`config.mk`:
```
export PLATFORM = sky130hd
export DESIGN_NAME = integer_printf_formatter
export DESIGN_NICKNAME = d
export VERILOG_FILES = /design/src/design/ipf_pkg.sv /design/src/design/ipf_digits.sv /design/src/design/integer_printf_formatter.sv
export SDC_FILE = /design/constraint.sdc
export NUM_CORES = 1
export LEC_CHECK = 0
export BUFFER_PORTS_ARGS = -buffer_cell sky130_fd_sc_hd__buf_2
export CAP_MARGIN = 20
export CORE_ASPECT_RATIO = 1.1
export CORE_UTILIZATION = 65
export DETAILED_ROUTE_END_ITERATION = 8
export PLACE_DENSITY = 0.84
export SYNTH_ARGS = -nofsm -noshare
export SYNTH_HDL_FRONTEND = slang
export SYNTH_HIERARCHICAL = 1
export SYNTH_SLANG_ARGS = --single-unit
export TNS_END_PERCENT = 5
```
`constraint.sdc`:
```
create_clock -name clk -period 14 [get_ports clk]
set_input_delay 1.4 -clock clk [delete_from_list [all_inputs] [get_ports clk]]
set_output_delay 1.4 -clock clk [all_outputs]
set_load 0.005 [all_outputs]
```
`src/design/ipf_pkg.sv`:
```
// Shared constants, types and helpers for the integer printf formatter.
package ipf_pkg;

  localparam int DIGIT_SLOTS = 22;
  localparam int MAX_FIELD   = 60;

  localparam int DIG_IDX_W = $clog2(DIGIT_SLOTS);
  localparam int DIG_CNT_W = $clog2(DIGIT_SLOTS + 1);
  localparam int DIG_BITS  = 4 * DIGIT_SLOTS;
  localparam int OCT_BITS  = 3 * DIGIT_SLOTS;

  localparam int VAL_W      = 64;
  localparam int FIELD_W    = 6;
  localparam int LINE_W     = 7;
  localparam int LINE_MAX   = 63;
  localparam int CFG_IDX_W  = 3;
  localparam int CFG_DATA_W = 6;
  localparam int FLAGS_W    = 5;

  localparam logic [1:0] RADIX_DEC  = 2'd0;
  localparam logic [1:0] RADIX_HEXL = 2'd1;
  localparam logic [1:0] RADIX_HEXU = 2'd2;
  localparam logic [1:0] RADIX_OCT  = 2'd3;

  localparam logic [CFG_IDX_W-1:0] CFG_RADIX     = 3'd0;
  localparam logic [CFG_IDX_W-1:0] CFG_WIDTH     = 3'd1;
  localparam logic [CFG_IDX_W-1:0] CFG_WIDTH_EN  = 3'd2;
  localparam logic [CFG_IDX_W-1:0] CFG_PREC      = 3'd3;
  localparam logic [CFG_IDX_W-1:0] CFG_PREC_EN   = 3'd4;
  localparam logic [CFG_IDX_W-1:0] CFG_FLAGS     = 3'd5;

  localparam int FLAG_LEFT  = 0;
  localparam int FLAG_ZERO  = 1;
  localparam int FLAG_PLUS  = 2;
  localparam int FLAG_SPACE = 3;
  localparam int FLAG_ALT   = 4;

  localparam logic [6:0] CH_SPACE = 7'h20;
  localparam logic [6:0] CH_PLUS  = 7'h2B;
  localparam logic [6:0] CH_MINUS = 7'h2D;
  localparam logic [6:0] CH_ZERO  = 7'h30;
  localparam logic [6:0] CH_LX    = 7'h78;
  localparam logic [6:0] CH_UX    = 7'h58;
  localparam logic [6:0] CH_UA10  = 7'h37;  // 'A' - 10
  localparam logic [6:0] CH_LA10  = 7'h57;  // 'a' - 10

  typedef struct packed {
    logic                 done;
    logic                 zero;
    logic [DIG_CNT_W-1:0] count;
  } dig_stat_t;

  function automatic logic [6:0] digit_char(input logic [3:0] d, input logic upper);
    logic [6:0] base;
    if (d < 4'd10) begin
      base = CH_ZERO;
    end else if (upper) begin
      base = CH_UA10;
    end else begin
      base = CH_LA10;
    end
    return base + {3'b000, d};
  endfunction

endpackage

```
`src/design/ipf_digits.sv`:
```
// Digit converter: binary to BCD by shift-and-add-3, or direct hex/octal split, then a top-digit scan.
module ipf_digits
  import ipf_pkg::*;
(
  input  logic                clk,
  input  logic                rst_n,
  input  logic                load,
  input  logic [VAL_W-1:0]    mag,
  input  logic [1:0]          radix,
  output logic [DIG_BITS-1:0] digits,
  output dig_stat_t           stat
);

  typedef enum logic [1:0] {S_IDLE, S_DABBLE, S_SCAN} state_t;

  state_t                     state_r;
  logic [VAL_W-1:0]           bin_r;
  logic [DIG_BITS-1:0]        dig_r;
  logic [$clog2(VAL_W)-1:0]   cnt_r;
  logic [DIG_IDX_W-1:0]       idx_r;
  dig_stat_t                  stat_r;

  logic [DIG_BITS-1:0]        adj;
  logic [DIG_BITS-1:0]        hex_load;
  logic [DIG_BITS-1:0]        oct_load;
  logic [OCT_BITS-1:0]        oct_ext;
  logic [3:0]                 cur_digit;

  always_comb begin
    hex_load = {{(DIG_BITS - VAL_W){1'b0}}, mag};
    oct_ext  = {{(OCT_BITS - VAL_W){1'b0}}, mag};
    for (int k = 0; k < DIGIT_SLOTS; k++) begin
      oct_load[4*k +: 4] = {1'b0, oct_ext[3*k +: 3]};
      adj[4*k +: 4] = (dig_r[4*k +: 4] >= 4'd5) ? dig_r[4*k +: 4] + 4'd3 : dig_r[4*k +: 4];
    end
  end

  assign cur_digit = dig_r[{idx_r, 2'b00} +: 4];

  always_ff @(posedge clk) begin
    if (!rst_n) begin
      state_r     <= S_IDLE;
      stat_r.done <= 1'b0;
    end else begin
      case (state_r)
        S_IDLE: begin
          stat_r.done <= 1'b0;
          if (load) begin
            if (radix == RADIX_DEC) begin
              bin_r   <= mag;
              dig_r   <= '0;
              cnt_r   <= '0;
              state_r <= S_DABBLE;
            end else begin
              dig_r   <= (radix == RADIX_OCT) ? oct_load : hex_load;
              idx_r   <= DIG_IDX_W'(DIGIT_SLOTS - 1);
              state_r <= S_SCAN;
            end
          end
        end
        S_DABBLE: begin
          // correct each BCD digit, then shift in the next binary bit
          dig_r <= {adj[DIG_BITS-2:0], bin_r[VAL_W-1]};
          bin_r <= {bin_r[VAL_W-2:0], 1'b0};
          cnt_r <= cnt_r + 1'b1;
          if (cnt_r == $clog2(VAL_W)'(VAL_W - 1)) begin
            idx_r   <= DIG_IDX_W'(DIGIT_SLOTS - 1);
            state_r <= S_SCAN;
          end
        end
        S_SCAN: begin
          // walk down from the top slot to the first non-zero digit
          if (cur_digit != 4'd0 || idx_r == '0) begin
            stat_r.done  <= 1'b1;
            stat_r.zero  <= (cur_digit == 4'd0);
            stat_r.count <= DIG_CNT_W'(idx_r) + 1'b1;
            state_r      <= S_IDLE;
          end else begin
            idx_r <= idx_r - 1'b1;
          end
        end
        default: begin
          state_r <= S_IDLE;
        end
      endcase
    end
  end

  assign digits = dig_r;
  assign stat   = stat_r;

endmodule

```
`src/design/integer_printf_formatter.sv`:
```
// Top level of the printf-style integer formatter (d, x, X, o conversions).
//
//  channel | ports                                   | handshake
//  --------+-----------------------------------------+------------------------------
//  input   | in_value_bits, in_is_signed, in_is_wide | beat when start && !busy
//  config  | cfg_index, cfg_data                     | beat when cfg_valid && cfg_ready
//  result  | out_char_code, out_last                 | beat on out_strobe, one cycle
//
// Decimal items pass through the shift-and-add-3 converter; hex and octal digits load
// directly. A scan down the 22 digit slots finds the top digit, the digit count is
// handed over, S_CALC1, S_CALC2 and S_CALC3 lay out the field, then one character leaves
// per cycle (up to 63). busy stays high from the accepted beat until the last character
// is issued or an item that prints nothing is dropped. Reset is synchronous; it clears
// the config registers to zero and the sequencers to idle. Results are never stalled.
module integer_printf_formatter
  import ipf_pkg::*;
(
  input  logic                  clk,
  input  logic                  rst_n,
  input  logic                  start,
  output logic                  busy,
  input  logic [VAL_W-1:0]      in_value_bits,
  input  logic                  in_is_signed,
  input  logic                  in_is_wide,
  input  logic                  cfg_valid,
  output logic                  cfg_ready,
  input  logic [CFG_IDX_W-1:0]  cfg_index,
  input  logic [CFG_DATA_W-1:0] cfg_data,
  output logic                  out_strobe,
  output logic [6:0]            out_char_code,
  output logic                  out_last
);

  typedef enum logic [2:0] {S_IDLE, S_CONV, S_CALC1, S_CALC2, S_CALC3, S_EMIT} state_t;

  // configuration registers
  logic [1:0]         radix_r;
  logic [FIELD_W-1:0] fwidth_r;
  logic               wen_r;
  logic [FIELD_W-1:0] prec_r;
  logic               pen_r;
  logic [FLAGS_W-1:0] flags_r;

  state_t               state_r;
  logic                 sgn_r;
  logic [6:0]           sign_ch_r;
  logic [DIG_CNT_W-1:0] n_r;
  logic [LINE_W-1:0]    lz_r;
  logic [1:0]           plen_r;
  logic [LINE_W-1:0]    lead_r;
  logic [LINE_W-1:0]    trail_r;
  logic [LINE_W-1:0]    b1_r, b2_r, b3_r, b4_r, b5_r;
  logic [LINE_W-1:0]    total_r;
  logic [LINE_W-1:0]    p_r;
  logic                 out_strobe_r;
  logic [6:0]           out_char_r;
  logic                 out_last_r;

  logic                 accept;
  logic [VAL_W-1:0]     v_sx;
  logic                 neg;
  logic [VAL_W-1:0]     mag;
  logic                 sgn_c;
  logic [6:0]           sign_ch_c;

  logic [DIG_BITS-1:0]  digits;
  dig_stat_t            dstat;

  logic [FIELD_W-1:0]   width_c;
  logic [FIELD_W-1:0]   prec_c;
  logic                 is_hex;
  logic [DIG_CNT_W-1:0] n_c;
  logic [LINE_W-1:0]    lz0_c;
  logic [LINE_W-1:0]    size_c;
  logic [LINE_W-1:0]    fill_c;
  logic                 zf_c;
  logic [LINE_W-1:0]    b1_c, b2_c, b3_c, b4_c, b5_c, sum_c;
  logic [LINE_W-1:0]    didx;
  logic [3:0]           dsel;
  logic [6:0]           ch_c;

  assign accept    = start && !busy;
  assign busy      = (state_r != S_IDLE);
  assign cfg_ready = 1'b1;

  always_ff @(posedge clk) begin
    if (!rst_n) begin
      radix_r  <= '0;
      fwidth_r <= '0;
      wen_r    <= 1'b0;
      prec_r   <= '0;
      pen_r    <= 1'b0;
      flags_r  <= '0;
    end else if (cfg_valid && cfg_ready) begin
      case (cfg_index)
        CFG_RADIX:    radix_r  <= cfg_data[1:0];
        CFG_WIDTH:    fwidth_r <= cfg_data;
        CFG_WIDTH_EN: wen_r    <= cfg_data[0];
        CFG_PREC:     prec_r   <= cfg_data;
        CFG_PREC_EN:  pen_r    <= cfg_data[0];
        CFG_FLAGS:    flags_r  <= cfg_data[FLAGS_W-1:0];
        default:      ;
      endcase
    end
  end

  // sign handling and magnitude for the converter
  always_comb begin
    v_sx = in_value_bits;
    if (in_is_signed && !in_is_wide) begin
      v_sx = {{(VAL_W-32){in_value_bits[31]}}, in_value_bits[31:0]};
    end
    neg = in_is_signed && v_sx[VAL_W-1];
    if (!in_is_signed) begin
      mag = in_value_bits;
    end else if (radix_r == RADIX_DEC) begin
      mag = neg ? (~v_sx + 1'b1) : v_sx;
    end else begin
      mag = in_is_wide ? v_sx : {{(VAL_W-32){1'b0}}, v_sx[31:0]};
    end
    sgn_c     = in_is_signed && (neg || flags_r[FLAG_PLUS] || flags_r[FLAG_SPACE]);
    sign_ch_c = neg ? CH_MINUS : (flags_r[FLAG_PLUS] ? CH_PLUS : CH_SPACE);
  end

  ipf_digits u_digits (
    .clk    (clk),
    .rst_n  (rst_n),
    .load   (accept),
    .mag    (mag),
    .radix  (radix_r),
    .digits (digits),
    .stat   (dstat)
  );

  // field layout
  always_comb begin
    width_c = (fwidth_r > FIELD_W'(MAX_FIELD)) ? FIELD_W'(MAX_FIELD) : fwidth_r;
    prec_c  = (prec_r > FIELD_W'(MAX_FIELD)) ? FIELD_W'(MAX_FIELD) : prec_r;
    is_hex  = (radix_r == RADIX_HEXL) || (radix_r == RADIX_HEXU);

    n_c = (pen_r && dstat.zero && prec_c == '0) ? '0 : dstat.count;
    lz0_c = (pen_r && LINE_W'(prec_c) > LINE_W'(n_c)) ?
            LINE_W'(prec_c) - LINE_W'(n_c) : '0;

    size_c = LINE_W'(sgn_r) + LINE_W'(plen_r) + lz_r + LINE_W'(n_r);
    fill_c = (wen_r && LINE_W'(width_c) > size_c) ? LINE_W'(width_c) - size_c : '0;
    zf_c   = (fill_c != '0) && !flags_r[FLAG_LEFT] && flags_r[FLAG_ZERO] && !pen_r;

    b1_c  = lead_r;
    b2_c  = b1_c + LINE_W'(sgn_r);
    b3_c  = b2_c + LINE_W'(plen_r);
    b4_c  = b3_c + lz_r;
    b5_c  = b4_c + LINE_W'(n_r);
    sum_c = b5_c + trail_r;
  end

  // character at the current position
  always_comb begin
    didx = b5_r - LINE_W'(1) - p_r;
    dsel = digits[{didx[DIG_IDX_W-1:0], 2'b00} +: 4];
    if (p_r < b1_r) begin
      ch_c = CH_SPACE;
    end else if (p_r < b2_r) begin
      ch_c = sign_ch_r;
    end else if (p_r < b3_r) begin
      ch_c = (p_r == b2_r) ? CH_ZERO : ((radix_r == RADIX_HEXU) ? CH_UX : CH_LX);
    end else if (p_r < b4_r) begin
      ch_c = CH_ZERO;
    end else if (p_r < b5_r) begin
      ch_c = digit_char(dsel, radix_r == RADIX_HEXU);
    end else begin
      ch_c = CH_SPACE;
    end
  end

  always_ff @(posedge clk) begin
    if (!rst_n) begin
      state_r      <= S_IDLE;
      out_strobe_r <= 1'b0;
    end else begin
      out_strobe_r <= 1'b0;
      case (state_r)
        S_IDLE: begin
          if (accept) begin
            sgn_r     <= sgn_c;
            sign_ch_r <= sign_ch_c;
            state_r   <= S_CONV;
          end
        end
        S_CONV: begin
          if (dstat.done) begin
            state_r <= S_CALC1;
          end
        end
        S_CALC1: begin
          n_r    <= n_c;
          plen_r <= (flags_r[FLAG_ALT] && is_hex && !dstat.zero) ? 2'd2 : 2'd0;
          // alternate octal: force one leading zero unless precision zeros or the digits already supply one
          if (flags_r[FLAG_ALT] && radix_r == RADIX_OCT && lz0_c == '0 &&
              (n_c == '0 || !dstat.zero)) begin
            lz_r <= LINE_W'(1);
          end else begin
            lz_r <= lz0_c;
          end
          state_r <= S_CALC2;
        end
        S_CALC2: begin
          lead_r  <= (!flags_r[FLAG_LEFT] && !zf_c) ? fill_c : '0;
          lz_r    <= lz_r + (zf_c ? fill_c : '0);
          trail_r <= flags_r[FLAG_LEFT] ? fill_c : '0;
          state_r <= S_CALC3;
        end
        S_CALC3: begin
          b1_r    <= b1_c;
          b2_r    <= b2_c;
          b3_r    <= b3_c;
          b4_r    <= b4_c;
          b5_r    <= b5_c;
          total_r <= (sum_c > LINE_W'(LINE_MAX)) ? LINE_W'(LINE_MAX) : sum_c;
          p_r     <= '0;
          // drop items that print nothing
          state_r <= (sum_c == '0) ? S_IDLE : S_EMIT;
        end
        S_EMIT: begin
          out_strobe_r <= 1'b1;
          out_char_r   <= ch_c;
          out_last_r   <= (p_r == total_r - LINE_W'(1));
          p_r          <= p_r + 1'b1;
          if (p_r == total_r - LINE_W'(1)) begin
            state_r <= S_IDLE;
          end
        end
        default: begin
          state_r <= S_IDLE;
        end
      endcase
    end
  end

  assign out_strobe    = out_strobe_r;
  assign out_char_code = out_char_r;
  assign out_last      = out_last_r;

endmodule

```
==> flow_metrics.py, run 1 <==
metrics = {
    "clocking": {
        "cts_tree": "done",
        "root_buffer": "clkbuf_16",
        "cts_max_level": 1,
        "clock_path_buffers": 3,
        "cts_setup_buffers": 0,
        "clk_pin_slew_worst_paths_ns": 0.06,
        "cts_buffers": 30,
        "insertion_delay_ns": 0.57,
        "cts_resized": 0,
        "cts_sinks": 284,
        "ctsHoldBuffers": 0,
    },
    "power": {
        "clockPowerShare_pct": 36.6,
        "leakagePower_nw": 8.81,
        "power.density_nw_per_um2": 98.6,
        "power.internal_mw": 1.57,
        "seq_power_share_pct": 47.7,
        "p_switching_mw": 0.583,
        "p_sw_share_pct": 27.1,
        "p_comb_share_pct": 15.7,
        "ir_drop_uv": 77.4,
    },
    "grt": {
        "overflow": 0,
        "antenna_found_initial": 0,
        "grt_pass1_wl_mm": 82.2,
        "grt_max_degree": 83,
        "grt_use_total_pct": 32.5,
        "grt_pass1_vias": 15976,
    },
    "cells_and_area": {
        "largest_reg_flops": 88,
        "num_antenna_cells": 0,
        "fill_cells": 2201,
        "area_growth_pct": 8.70,
        "fin_nets": 2391,
        "layout-drive-gt1-share_pct": 9.14,
    },
    "timing": {
        "fin_ws_ns": 8.05,
        "fin_skew_ns": 0.0226,
        "max_freq_mhz": 168,
        "setup_viol": 0,
        "slew_viol_final": 0,
        "final_hold_viol_count": 0,
        "rsz0062_at_grt": "no",
        "slew_headroom_pct": 22.5,
        "finalSetupTns_ns": 0,
        "period_share_pct": 42.5,
        "period_needed_ns": 5.95,
        "worst_pin_slew_ns": 1.16,
    },
    "critical_path": {
        "cpMostUsedCell": "a21oi_1",
        "worstPathRequired_ns": 14.28,
        "worstSetupPathType": "flop to flop",
        "max_stage_delay_ns": 0.67,
        "end_kind": "flop",
        "crit_arrival_ns": 6.23,
        "ff2ff_setup_slack_ns": 8.05,
        "crit_buf_inv": 3,
        "cp_cell_sequence": "inv_1 -> fa_1 -> inv_1 -> ha_1 -> fa_1 -> inv_1 -> ha_1 -> o21ai_0 -> a21oi_1 -> o21ai_0 -> a21oi_1 -> o211ai_1 -> nor3_1 -> and2_1 -> fa_1 -> a21o_1 -> a21oi_1 -> o21bai_1 -> a21oi_1 -> xnor2_1 -> xnor2_1 -> o32ai_1",
        "critPathSlowestCell": "o211ai_1",
        "path_max_fanout": 12,
        "critical-path-top-delay-family": "compound AO/OA/AOI/OAI gates",
        "startpoint_type": "flop",
    },
    "synth": {
        "ys_ff_latch": 284,
        "netlist-cell-type-count": 80,
        "yosys_warnings": 6,
        "synth-edff-count": 256,
        "avgSynthCellArea_um2": 9.48,
        "syn_nets": 2344,
        "netlist_area_um2": 20100,
        "synth_flop_cell": "edfxtp_1",
        "synthArstFlopShare_pct": 0,
        "synthCells": 2117,
        "synth-seq-area-share_pct": 41.1,
    },
    "drt": {
        "drc": 0,
        "vias": 16512,
        "drtIter0Drc": 1708,
        "viasPerCell": 6.35,
        "firstDrtPassIters": 6,
        "antenna_left": 0,
        "routed_wl_mm": 51.4,
        "wl_per_cell_um": 19.8,
    },
    "floorplan": {
        "io_pins": 90,
        "die_area_um2": 31600,
        "die_h_um": 186,
        "start_util_pct": 66.0,
        "die_width_um": 170,
        "rows": 67,
        "core_um2": 30400,
    },
    "status": {
        "status": "finished clean",
    },
    "placed_design": {
        "place.detailed.hpwl_mm": 37.6,
        "gp_congestion": 0.925,
        "numPortBuffers": 88,
        "place_ws_ns": 8.19,
    },
    "worst_hold_path": {
        "hp-class": "flop to flop",
    },
    "flow_run": {
        "maxCapViolations": 0,
    },
}
## cells in the final DEF (no fill, tap or decap), drive strengths merged, types with 11 or more instances in the layout
| cell type | synthesis | final |
|---|---|---|
| inv | 145 | 145 |
| nor2 | 201 | 201 |
| or3 | 24 | 24 |
| buf | 26 | 104 |
| edfxtp | 256 | 256 |
| o22ai | 21 | 21 |
| or4 | 14 | 14 |
| a21o | 20 | 20 |
| o2bb2ai | 15 | 15 |
| and2 | 11 | 11 |
| o21ai | 103 | 103 |
| a21oi | 148 | 148 |
| xor2 | 58 | 58 |
| a221oi | 31 | 31 |
| clkinv | 2 | 16 |
| nand2b | 38 | 38 |
| dfxtp | 28 | 28 |
| mux4 | 27 | 27 |
| xnor2 | 85 | 85 |
| and3 | 12 | 12 |
| mux2i | 54 | 54 |
| nand2 | 290 | 290 |
| nor3b | 22 | 22 |
| clkbuf | 63 | 39 |
| nand3 | 24 | 24 |
| a211oi | 12 | 12 |
| nor3 | 48 | 48 |
| nor2b | 23 | 23 |
| o31ai | 13 | 13 |
| fa | 11 | 11 |
| ha | 137 | 137 |
| a22oi | 18 | 18 |
| nor4 | 22 | 22 |
## synthesized netlist by cell type (22+ instances only)
cell | n | area [um^2]
a21oi_1 | 148 | 741
a221oi_1 | 31 | 272
clkbuf_1 | 63 | 236
dfxtp_1 | 28 | 561
edfxtp_1 | 256 | 7690
ha_1 | 137 | 1710
inv_1 | 145 | 544
mux2i_1 | 54 | 541
mux4_2 | 27 | 608
nand2_1 | 290 | 1090
nand2b_1 | 38 | 238
nand3_1 | 23 | 115
nor2_1 | 201 | 754
nor2b_1 | 23 | 144
nor3_1 | 47 | 235
nor3b_1 | 22 | 165
o21ai_0 | 102 | 510
or3_1 | 24 | 150
xnor2_1 | 85 | 744
xor2_1 | 58 | 508
## worst reg2reg max path: cells and delay by family (launching register included)
family | cells | cell delay [ns]
xor gates and xnor gates | 2 | 0.29
DFF | 1 | 0.44
and+or+nand+nor | 2 | 0.63
adders and majority gates | 5 | 2.01
buffers and inverters | 3 | 0.21
AOI/OAI and AO/OA | 10 | 2.11
## logic make-up after synthesis
kind of cell | share of synthesized area (%)
xor gates and xnor gates | 6.35
adders and majority gates | 9.64
buffers and inverters | 4.61
DFF | 41.1
other | 0.0374
and+or+nand+nor | 17.9
muxes | 5.83
AOI/OAI and AO/OA | 14.5
## routing by layer
metal	share of wire, %	GRT usage (%)
met3	8.1	4.28
met5	0	0
met4	4.0	13.1
met2	49	55.9
met1	39	41.5
## per-stage QoR
step | utilization [%] | hold WS (ns) | cells | area, um^2 | power, mW
floorplan | - | 0.431 | 2117 | 20100 | 1.27
global placement | 68.3 | 0.481 | 2542 | 20800 | 1.36
detailed placement | 68.4 | 0.489 | 2543 | 20800 | 1.37
CTS | 71.5 | 0.499 | 2599 | 21800 | 2.14
global route | 71.7 | 0.504 | 2602 | 21800 | 2.22
finish | 71.7 | 0.496 | 2602 | 21800 | 2.15
## area by class of cell
type,count,area [um^2],area share (%)
clock buffers,39,806,3.69
well taps,414,518,2.37
multi-input cells,1597,10900,50.2
repair buffers,104,597,2.74
clock inverters,17,150,0.688
flip-flops and latches,284,8250,37.8
inverters,147,552,2.53
## power groups by stage
stage                     clock network, mW  registers, mW  logic, mW
after detailed placement                  0           1.04      0.328
after floorplan                           0           1.03      0.238
after global placement                    0           1.04      0.315
after CTS                             0.788           1.03      0.331
after global routing                  0.822           1.03      0.372
final                                 0.786           1.03      0.338
## path summary, 6_finish.rpt
path	to	cells past startpoint	from
setup / recovery	lz_r[6]$_DFFE_PP_	22	lz_r[1]$_DFFE_PP_
hold / removal	b1_r[0]$_DFFE_PP_	0	b1_c[0]$_SDFFCE_PN0P_
setup reg to reg	lz_r[6]$_DFFE_PP_	22	lz_r[1]$_DFFE_PP_
hold reg to reg	b1_r[0]$_DFFE_PP_	0	b1_c[0]$_SDFFCE_PN0P_
Note: power is estimated with default switching activity, not from simulation.
==> run 2, diff against run 1 <==
--- a/config.mk
+++ b/config.mk
@@ -8,9 +8,9 @@
 export BUFFER_PORTS_ARGS = -buffer_cell sky130_fd_sc_hd__buf_2
 export CAP_MARGIN = 20
 export CORE_ASPECT_RATIO = 1.1
-export CORE_UTILIZATION = 65
+export CORE_UTILIZATION = 63
 export DETAILED_ROUTE_END_ITERATION = 8
-export PLACE_DENSITY = 0.84
+export PLACE_DENSITY = 0.81
 export SYNTH_ARGS = -nofsm -noshare
 export SYNTH_HDL_FRONTEND = slang
 export SYNTH_HIERARCHICAL = 1
==> constraint.sdc (replaced) <==
create_clock -name clk -period 6.1 [get_ports clk]
set_input_delay 0.61 -clock clk [delete_from_list [all_inputs] [get_ports clk]]
set_output_delay 0.61 -clock clk [all_outputs]
set_load 0.005 [all_outputs]
==> flow_metrics.py, run 2 (same netlist as run 1, synthesis figures left out) <==
metrics = {
    "cells_and_area": {
        "num_antenna_cells": 0,
        "utilization_pct": 69.9,
        "fin_nets": 2395,
        "final_common_cell": "nand2_1",
        "layout_common_cells": "nand2_1 (290), edfxtp_1 (256), nor2_1 (199), a21oi_1 (148), inv_1 (145)",
        "multi_input_area_um2": 11000,
        "fill_cells": 2300,
        "area_growth_pct": 9.26,
        "largest_reg_flops": 88,
        "regArea_um2": 8250,
        "layout-drive-gt1-share_pct": 9.72,
    },
    "power": {
        "ir_drop_uv": 184,
        "power.internal_mw": 3.66,
        "p_switching_mw": 1.37,
        "p_comb_share_pct": 15.4,
        "clockPowerShare_pct": 37.6,
        "power.density_nw_per_um2": 229,
        "seq_power_share_pct": 47.0,
        "leakagePower_nw": 8.86,
        "power_mw": 5.03,
        "p_sw_share_pct": 27.2,
    },
    "timing": {
        "fin_ws_ns": 0.428,
        "final_hold_viol_count": 0,
        "finalSetupTns_ns": 0,
        "setup_viol": 0,
        "slew_viol_final": 0,
        "worst_pin_slew_ns": 1.15,
        "slew_headroom_pct": 23.5,
        "finalHoldWorstSlack_ns": 0.311,
        "rsz0062_at_grt": "no",
        "max_freq_mhz": 176,
        "period_share_pct": 93.0,
        "fin_skew_ns": 0.0221,
        "period_needed_ns": 5.67,
    },
    "critical_path": {
        "reg2reg_to": "lz_r[6]$_DFFE_PP_",
        "worstPathRequired_ns": 6.40,
        "r2r-start": "lz_r[1]$_DFFE_PP_",
        "end_kind": "flop",
        "cpMostUsedCell": "a21oi_1",
        "crit_arrival_ns": 5.97,
        "critPathSlowestCell": "fa_1",
        "max_stage_delay_ns": 0.51,
        "worstSetupPathType": "flop to flop",
        "cp_cell_sequence": "inv_1 -> fa_1 -> inv_1 -> ha_1 -> fa_1 -> inv_1 -> ha_1 -> o21ai_0 -> a21oi_1 -> o21ai_0 -> a21oi_1 -> nor2_1 -> nor4_4 -> nor3_2 -> and2_1 -> fa_1 -> a21o_1 -> a21oi_1 -> o21bai_1 -> a21oi_1 -> xnor2_1 -> xnor2_1 -> o32ai_1",
        "startpoint_type": "flop",
        "path_max_fanout": 9,
        "ff2ff_setup_slack_ns": 0.43,
        "r2r_cells": 23,
    },
    "drt": {
        "firstDrtPassIters": 6,
        "wl_per_cell_um": 19.8,
        "antenna_left": 0,
        "drc": 0,
        "viasPerCell": 6.31,
        "routed_wl_mm": 51.8,
        "vias": 16472,
        "drtIter0Drc": 1808,
    },
    "floorplan": {
        "core_um2": 31400,
        "rows": 68,
        "die_area_um2": 32600,
        "start_util_pct": 63.9,
        "io_pins": 90,
        "die_width_um": 172,
        "die_h_um": 189,
    },
    "worst_hold_path": {
        "hp-class": "primary input to flop",
        "hold_path_depth": 3,
        "hp-start": "cfg_data[5]",
        "holdPathEnd": "fwidth_r[5]$_SDFFE_PN0P_",
    },
    "clocking": {
        "clk_pin_slew_worst_paths_ns": 0.07,
        "cts_buffers": 29,
        "cts_sinks": 284,
        "root_buffer": "clkbuf_16",
        "cts_max_level": 1,
        "insertion_delay_ns": 0.57,
        "clock_path_buffers": 3,
        "cts_tree": "done",
        "cts_setup_buffers": 0,
    },
    "placed_design": {
        "numPortBuffers": 88,
        "gp_congestion": 0.920,
        "place_ws_ns": 0.335,
        "place.detailed.hpwl_mm": 38.1,
    },
    "grt": {
        "grt_use_total_pct": 31.9,
        "grt_pass1_wl_mm": 81.5,
        "grt_pass1_vias": 15668,
        "grt_max_degree": 100,
        "antenna_found_initial": 1,
        "overflow": 0,
    },
    "status": {
        "status": "finished clean",
    },
    "flow_run": {
        "maxCapViolations": 0,
    },
}
[run 2: changes by cell type in the layout (fill, tap and decap cells not counted), moves of 2 or more]
cell and change:
buf_4 +6, clkinv_1 -5, clkbuf_1 -3, bufinv_16 +2, clkbuf_16 -2, clkbuf_8 +2
clkinvlp_4 +2
[run 2: timing repair]
item | CTS | global route
setup endpoints to repair | 0 | 2
hold buffers | 0 | 0
gates resized for setup | 0 | 3
[run 2: metal layers]
layer	GRT usage, %	part of all wire (%)
met1	40.7	40
met2	54.3	48
met3	4.16	7.7
met4	13.4	4.3
met5	0	0.015
[run 2: final cells by class]
class	count	share of cell area, %
timing repair buffer	109	2.88
inverter	147	2.52
multi-input combinational	1597	50.0
tap	420	2.40
clock inverter	18	1.07
sequential	284	37.6
clock buffer	36	3.52
[run 2: worst max-delay path by stage]
stage | startpoint | endpoint | slack [ns] | cells after the start
floorplan | state_r[2]$_SDFFE_PN0P_ | u_digits/bin_r[0]$_SDFFCE_PP0P_ | 0.63 | 6
global placement | lz_r[1]$_DFFE_PP_ | lz_r[6]$_DFFE_PP_ | 0.58 | 23
detailed placement | lz_r[1]$_DFFE_PP_ | lz_r[6]$_DFFE_PP_ | 0.33 | 23
CTS | lz_r[1]$_DFFE_PP_ | lz_r[6]$_DFFE_PP_ | 0.30 | 23
global route | lz_r[1]$_DFFE_PP_ | lz_r[6]$_DFFE_PP_ | 0.11 | 23
finish | lz_r[1]$_DFFE_PP_ | lz_r[6]$_DFFE_PP_ | 0.43 | 23
[run 2: worst max-delay path, delay by kind of cell (launching register included)]
kind	cells	cell delay [ns]
flip-flops	1	0.43
adder cells (fa/ha/maj)	5	2.01
AO/OA/AOI/OAI	9	1.61
AND/OR/NAND/NOR	4	0.83
buffers and inverters	3	0.20
XOR/XNOR	2	0.29
[run 2: power by group through the flow]
stage	sequential [mW]	combinational (mW)	clock, mW
after global routing	2.37	0.855	1.98
after floorplan	2.36	0.547	0
after detailed placement	2.40	0.753	0
final	2.36	0.776	1.89
after global placement	2.40	0.727	0
after CTS	2.36	0.761	1.90
[run 2: per-stage QoR]
step           instances  cell area, um^2
2_1_floorplan       2117            20100
3_3_place_gp        2555            20900
3_5_place_dp        2555            20900
4_1_cts             2609            21900
5_1_grt             2611            21900
6_report            2611            21900
